[src/rtl/core/rdeg_pkg.sv]
// Shared types, constants and tables for the RMS downward expander gate.
`timescale 1ns / 1ps

package rdeg_pkg;

  localparam int DefChannelCount = 2;

  localparam int SAMPLE_W   = 24;
  localparam int GAIN_W     = 17;
  localparam int COEF_W     = 24;
  localparam int DB_W       = 16;
  localparam int SLOPE_W    = 16;
  localparam int ENV_W      = 48;
  localparam int SQ_W       = 47;
  localparam int CFG_IDX_W  = 2;
  localparam int CFG_DATA_W = 24;
  localparam int MUL_W      = 33;
  localparam int PROD_W     = 2 * MUL_W;
  localparam int IN_DATA_W  = 24;
  localparam int OUT_DATA_W = 48;

  typedef enum logic [CFG_IDX_W-1:0] {
    REG_ATTACK    = 2'd0,
    REG_RELEASE   = 2'd1,
    REG_THRESHOLD = 2'd2,
    REG_SLOPE     = 2'd3
  } cfg_reg_t;

  localparam logic [COEF_W-1:0]  ATTACK_RESET    = 24'd16742310;
  localparam logic [COEF_W-1:0]  RELEASE_RESET   = 24'd16773721;
  localparam logic [DB_W-1:0]    THRESHOLD_RESET = 16'hD800;
  localparam logic [SLOPE_W-1:0] SLOPE_RESET     = 16'd49152;

  localparam logic [SQ_W-1:0]    ENV_FULL        = 47'h4000_0000_0000;
  localparam logic [16:0]        DB_FLOOR        = 17'd25600;
  localparam logic signed [15:0] LVL_FLOOR       = -16'sd25600;
  localparam logic [17:0]        DB_PER_LOG2_Q16 = 18'd197283;
  localparam logic [21:0]        LOG2_10_20_Q24  = 22'd2786635;
  localparam logic [29:0]        LN2_Q30         = 30'd744261118;
  localparam logic [30:0]        ONE_Q30         = 31'h4000_0000;
  localparam logic [GAIN_W-1:0]  UNITY_GAIN      = 17'h10000;
  localparam logic [5:0]         TOP_BIT         = 6'd46;

  // 2^-(2^-(k+1)) in Q30 for fraction bits 15 down to 8
  function automatic logic [29:0] exp_step(input logic [2:0] k);
    logic [29:0] v;
    case (k)
      3'd0:    v = 30'd759250125;
      3'd1:    v = 30'd902905651;
      3'd2:    v = 30'd984625594;
      3'd3:    v = 30'd1028218693;
      3'd4:    v = 30'd1050733751;
      3'd5:    v = 30'd1062175491;
      3'd6:    v = 30'd1067942999;
      default: v = 30'd1070838486;
    endcase
    return v;
  endfunction

  typedef enum logic [4:0] {
    ST_IDLE, ST_SQUARE, ST_DIFF, ST_WLO, ST_WHI, ST_UPDATE, ST_NORM, ST_LOGSQ,
    ST_DB, ST_CMP, ST_GMUL, ST_EMUL, ST_EXP, ST_LNMUL, ST_LNAPPLY, ST_SHIFT,
    ST_OUTMUL
  } state_t;

  typedef enum logic [4:0] {
    OP_NONE, OP_LOAD, OP_SQUARE, OP_DIFF, OP_WLO, OP_WHI, OP_UPDATE, OP_NORM,
    OP_LOGINIT, OP_LOGSQ, OP_DB, OP_FLOOR, OP_CMP, OP_GMUL, OP_GZERO, OP_EMUL,
    OP_EXP, OP_LNMUL, OP_LNAPPLY, OP_SHIFT, OP_OUTMUL
  } op_t;

  typedef struct packed {
    op_t        op;
    logic [3:0] cnt;
  } cmd_t;

  typedef struct packed {
    logic v_top;
    logic env_zero;
    logic unity;
    logic at_floor;
    logic cut_big;
    logic out_free;
  } status_t;

endpackage

[src/rtl/core/rdeg_ctrl.sv]
// Sequencer that steps one sample through the shared datapath.
`timescale 1ns / 1ps

module rdeg_ctrl import rdeg_pkg::*; (
  input  logic    clk,
  input  logic    rst,
  input  logic    in_valid,
  output logic    in_ready,
  input  status_t st,
  output cmd_t    cmd
);

  state_t     state, state_next;
  logic [3:0] cnt, cnt_next;

  always_ff @(posedge clk) begin
    if (rst) begin
      state <= ST_IDLE;
      cnt   <= '0;
    end else begin
      state <= state_next;
      cnt   <= cnt_next;
    end
  end

  always_comb begin
    state_next = state;
    cnt_next   = cnt;
    cmd.op     = OP_NONE;
    cmd.cnt    = cnt;
    in_ready   = 1'b0;
    unique case (state)
      ST_IDLE: begin
        in_ready = 1'b1;
        if (in_valid) begin
          cmd.op     = OP_LOAD;
          state_next = ST_SQUARE;
        end
      end
      ST_SQUARE: begin
        cmd.op = OP_SQUARE; state_next = ST_DIFF;
      end
      ST_DIFF: begin
        cmd.op = OP_DIFF; state_next = ST_WLO;
      end
      ST_WLO: begin
        cmd.op = OP_WLO; state_next = ST_WHI;
      end
      ST_WHI: begin
        cmd.op = OP_WHI; state_next = ST_UPDATE;
      end
      ST_UPDATE: begin
        cmd.op = OP_UPDATE; state_next = ST_NORM;
      end
      ST_NORM: begin
        if (st.env_zero) begin
          cmd.op     = OP_FLOOR;
          state_next = ST_CMP;
        end else if (st.v_top) begin
          cmd.op     = OP_LOGINIT;
          cnt_next   = '0;
          state_next = ST_LOGSQ;
        end else begin
          cmd.op = OP_NORM;
        end
      end
      ST_LOGSQ: begin
        cmd.op   = OP_LOGSQ;
        cnt_next = cnt + 4'd1;
        if (cnt == 4'd15) state_next = ST_DB;
      end
      ST_DB: begin
        cmd.op = OP_DB; state_next = ST_CMP;
      end
      ST_CMP: begin
        cmd.op = OP_CMP;
        state_next = (st.unity || st.at_floor) ? ST_OUTMUL : ST_GMUL;
      end
      ST_GMUL: begin
        cmd.op = OP_GMUL; state_next = ST_EMUL;
      end
      ST_EMUL: begin
        cnt_next = '0;
        if (st.cut_big) begin
          cmd.op     = OP_GZERO;
          state_next = ST_OUTMUL;
        end else begin
          cmd.op     = OP_EMUL;
          state_next = ST_EXP;
        end
      end
      ST_EXP: begin
        cmd.op   = OP_EXP;
        cnt_next = cnt + 4'd1;
        if (cnt == 4'd7) state_next = ST_LNMUL;
      end
      ST_LNMUL: begin
        cmd.op = OP_LNMUL; state_next = ST_LNAPPLY;
      end
      ST_LNAPPLY: begin
        cmd.op = OP_LNAPPLY; state_next = ST_SHIFT;
      end
      ST_SHIFT: begin
        cmd.op = OP_SHIFT; state_next = ST_OUTMUL;
      end
      ST_OUTMUL: begin
        if (st.out_free) begin
          cmd.op     = OP_OUTMUL;
          state_next = ST_IDLE;
        end
      end
      default: state_next = ST_IDLE;
    endcase
  end

endmodule

[config.mk]
export PLATFORM = sky130hd
export DESIGN_NAME = rdeg_ctrl
export DESIGN_NICKNAME = d
export VERILOG_FILES = /design/src/rtl/core/rdeg_pkg.sv /design/src/rtl/core/rdeg_ctrl.sv
export SDC_FILE = /design/constraint.sdc
export NUM_CORES = 1
export LEC_CHECK = 0
export ABC_CLOCK_PERIOD_IN_PS = 1850
export BUFFER_PORTS_ARGS = -buffer_cell sky130_fd_sc_hd__buf_4
export CORE_MARGIN = 4
export CORE_UTILIZATION = 48
export DETAILED_ROUTE_END_ITERATION = 12
export PLACE_DENSITY = 0.74
export SYNTH_ARGS = -nofsm -noshare
export SYNTH_HDL_FRONTEND = slang
export SYNTH_SLANG_ARGS = --single-unit
[constraint.sdc]
create_clock -name clk -period 1.85 [get_ports clk]
set_clock_uncertainty 0.1 [all_clocks]
set_input_delay 0.37 -clock clk [delete_from_list [all_inputs] [get_ports clk]]
set_output_delay 0.37 -clock clk [all_outputs]
set_load 0.05 [all_outputs]
## After elaboration in Yosys (flattened, before gate mapping)

Index checks and enable logic that the tools add are counted.

- Logic and storage cells: 53
- Output and inout port bits: 10
- Input bits: 9
- Register bits: 9

- Add/subtract/negate cells: 1
- Eq/ne operators: 25
- Reductions and logical operators: 6
- Muxes and demuxes: 19

Operators with widths:

| operator | number |
|---|---|
| $pmux 5 s17 | 2 |
| $mux 5 | 9 |
| $eq 5x4->1 const B | 8 |
| $eq 5x3->1 const B | 4 |
| $mux 4 | 4 |
| $ne 2x2->1 const B | 6 |
| $pmux 4 s3 | 1 |
| $eq 5x2->1 const B | 2 |
| $eq 5x1->1 const B | 1 |
| $eq 5x5->1 const B | 1 |
| $logic_not 5->1 | 1 |
| $reduce_and 5->1 | 1 |
| $add 4x1->4 const B | 1 |
| $eq 4x3->1 const B | 1 |
| $eq 4x4->1 const B | 1 |
| $mux 1 | 3 |
| $ne 3x3->1 const B | 1 |
| $reduce_and 3->1 | 1 |
| $reduce_bool 3->1 | 1 |
| $reduce_or 2->1 | 1 |
| $logic_or 1x1->1 | 1 |

## Longest topological paths before layout

- Depth after elaboration: 4
- Depth in mapped cells: 7

## Worst setup path before layout

Ideal clock, no wire load.

- Kind: flip-flop to output port
- Start: register state[0]
- End: output in_ready
- Path buffers: 3
- Stages on the path, launching flop included: 6
- Data arrival time: 2.515 ns
- Slack: -1.135 ns
- Path through: dfxtp_1 buf_2 buf_2 buf_2 nor2_1 nor4b_1

- Longest elaborated chain between the ends: 2

Ends and longest elaborated chain:

| item | line | text |
|---|---|---|
| start: declaration | rdeg_ctrl.sv:13 | `state_t state, state_next;` |
| start signal: assignment | rdeg_ctrl.sv:21 | `state <= state_next;` |
| $logic_not 5->1 | rdeg_ctrl.sv:32 | `unique case (state)` |
| $mux 1 | rdeg_ctrl.sv:32 |  |
| end: declaration | rdeg_ctrl.sv:8 | `output logic in_ready,` |

No other way between the ends.

==> key figures <==
CTS
  • Post-CTS Hold Buffers: 0
  • Num CTS Buffers: 3
  • Clk buf depth: 2
  • CTS tree: done
  • Clock root cell: clkbuf_4
  • Skew-Pair Late Insertion Delay: 0.28 ns
  • CTS clk-pin slew, worst paths: 0.08 ns
  • Sinks on Clock Net: 9
  • Htree depth: 1

STA
  • Worst-Margin Slew: 0.467 ns
  • Minimum clock period: 2.15 ns
  • Setup TNS: -3.03 ns
  • F_max: 466 MHz
  • Hold Violations, Final: 0
  • Slew Viols, Final: 0
  • Max-slew headroom: 68.5%
  • Final cycle utilization of the critical path: 116%
  • RSZ-0062 raised after global routing: true
  • Fin worst setup slack: -0.297 ns
  • Setup violators final: 14

Power and ir drop
  • Maximum vdd ir drop: 1.11 mV
  • P_leak: 0.625 nW
  • Power Density: 1430 nW/um^2

Synthesis
  • Yosys cell types: 44
  • Synthesized flop and latch total: 9
  • Yosys warns: 0
  • Avg Inst Size Synth: 7.68 um^2
  • Synth Cell Area: 913 um^2
  • Post-synth top flop: dfxtp_1
  • Sequential share of the synthesized area: 19.7%
  • Syn Inst Count: 119
  • EDFF count, synth: 0
  • Synth async-reset ratio: 0%
  • Post-synth net total: 129

Global routing
  • Met3 GRT Util: 10.3%
  • Met2 usage: 55.5%
  • First-pass GRT wire length: 6900 um
  • Overflow after GRT: 0
  • GRT Max-Usage Layer: met2
  • Total GRT Usage: 35.6%
  • Largest net degree at the start of global routing: 12
  • Vias in the first global route: 1,329
  • Initial antenna violation count: 0
  • GRT met1 Usage: 43.5%

Detailed routing
  • Drt drc: 0
  • Post-Route WL: 5540 um
  • First-pass detailed-route iteration total: 6
  • DR vias: 1,489
  • Via/cell ratio: 7.68
  • DRT iter0 DRCs: 246
  • Wire per inst: 28.6 um
  • ANT nets after route: 0

Worst setup path
  • Crit path kind: reg -> out
  • CP max FO: 7
  • CP startpoint kind: register
  • Kind of end point of the critical path: output pin
  • R2R Setup Slk: -0.30 ns
  • Crit path required time: 1.38 ns
  • Crit path DAT: 1.68 ns

Die
  • Core Footprint: 1760 um^2
  • DIE AREA: 2660 um^2
  • Initial Util: 51.8%
  • Die width: 51.6 um
  • Top Ports: 19
  • FP Rows: 15
  • Die H: 51.6 um

Placement
  • Routability-driven placement congestion ratio: 0.883
  • Detailed Place HPWL: 2050 um
  • I/O Buffers: 18
  • # placed instances: 176

Final layout
  • Antenna diodes: 0
  • Fillers: 59
  • Layout cells sized above 1: 60.9%
  • Final Util: 93.8%
  • Final #Nets: 180
  • Area Overhead vs Synth: 81.1%
  • Finished Layout Cells: 194

Worst hold path
  • Worst hold path type: in -> reg

Flow run
  • Maxcap violations: 0

Status
  • Failing checks: negative setup slack
  • Outcome: complete, but fails checks
==> logic make-up (layout without fill, tap and decap cells) <==
group           Yosys count  after routing  share of synthesized area [%]
simple gates             51             51                           35.5
compound gates           39             39                           30.1
buf+inv                  13             63                           6.57
flops                     9              9                           19.7
mux                       5              5                           5.75
fa+ha+maj                 1              1                           1.37
xor+xnor                  1              1                          0.959
==> critical path: stages (launching register included) <==
cell,delay (ns)
dfxtp_4,0.40
buf_6,0.15
nor4_2,0.25
buf_4,0.20
nand3_1,0.13
o21ai_2,0.09
buf_6,0.17
==> cell type report <==
class | instances | area [um^2] | area share [%]
Multi-Input combinational cell | 97 | 877 | 53.0
Timing Repair Buffer | 57 | 503 | 30.4
Sequential cell | 9 | 206 | 12.5
Tap cell | 25 | 31.3 | 1.89
Clock buffer | 4 | 26.3 | 1.59
Inverter | 2 | 10.0 | 0.605
==> layer usage <==
layer	vias to the layer above	share of wire [%]
met2	196	41
met5	-	0
met4	0	11
li1	556	-
met1	657	34
met3	80	15
==> layout by cell type, fill, tap and decap left out, types with 2 or more instances in the layout <==
| master | Yosys | layout |
|---|---|---|
| a31oi_1 | 2 | 2 |
| dfxtp_4 | 0 | 6 |
| buf_4 | 0 | 38 |
| clkbuf_4 | 0 | 3 |
| nor4_2 | 0 | 2 |
| nand2_1 | 4 | 4 |
| a21oi_1 | 11 | 6 |
| nand2b_1 | 4 | 3 |
| or4bb_1 | 2 | 2 |
| nor3b_2 | 0 | 2 |
| a21oi_2 | 0 | 4 |
| o2111ai_1 | 2 | 2 |
| nor3_1 | 5 | 3 |
| mux2i_1 | 3 | 2 |
| o21ai_0 | 8 | 7 |
| nand3_1 | 4 | 4 |
| dfxtp_2 | 0 | 3 |
| buf_6 | 1 | 18 |
| nor2_1 | 7 | 5 |
| nand3b_1 | 3 | 3 |
| nor4bb_1 | 2 | 2 |
| nor2b_1 | 6 | 5 |
| a311oi_1 | 4 | 3 |
==> final timing paths <==
kind,start,endpoint,depth (start not counted)
max,state[0],cmd[8],6
min reg2reg,cnt[0],cnt[0],1
max reg2reg,state[0],cnt[3],8
min,rst,cnt[1],2
==> state kept, by name, indices dropped and copies added (netlist names) <==
register,count
state,5
cnt,4
==> stage by stage <==
step | hold slack, ns | setup slack, ns | power [mW] | area, um^2
after floorplan | 0.468 | -0.0899 | 1.17 | 1020
after global placement | 0.360 | -0.108 | 1.45 | 1280
after detailed placement | 0.366 | -0.144 | 1.47 | 1280
after CTS | 0.259 | -0.141 | 2.00 | 1570
after global routing | 0.277 | -0.527 | 2.43 | 1650
final | 0.288 | -0.297 | 2.36 | 1650
==> power breakdown <==
| group | internal (mW) | switching, mW |
|---|---|---|
| Clock | 0.0836 | 0.0889 |
| Sequential | 0.238 | 0.0914 |
| Combinational | 0.854 | 1.00 |
| Total | 1.18 | 1.18 |
==> what timing repair did <==
action / in CTS / in global routing
resized for setup: 44 / 16
setup endpoints to repair: 10 / 14
setup buffers: 12 / 2
pin swaps: 19 / 5
==> synthesized netlist by cell type (2+ instances only) <==
library cell  instances  share of area [%]
buf_2                 3                1.6
o21ai_0               8                4.4
nand2b_1              4                2.7
nor4bb_1              2                2.2
o21a_1                2                1.6
nor2b_1               6                4.1
nor4_1                3                2.1
or4bb_1               2                2.5
nor2_1                7                2.9
dfxtp_1               9                 20
a31oi_1               2                1.4
nor3_1                5                2.7
nand3_1               4                2.2
a21oi_1              11                6.0
mux2i_1               3                3.3
a311oi_1              4                3.8
a211oi_1              3                2.5
nand2_1               4                1.6
nand3b_1              3                2.5
nor3b_1               3                2.5
clkbuf_1              7                2.9
o2111ai_1             2                1.9
Note: power is estimated with default switching activity, not from simulation.
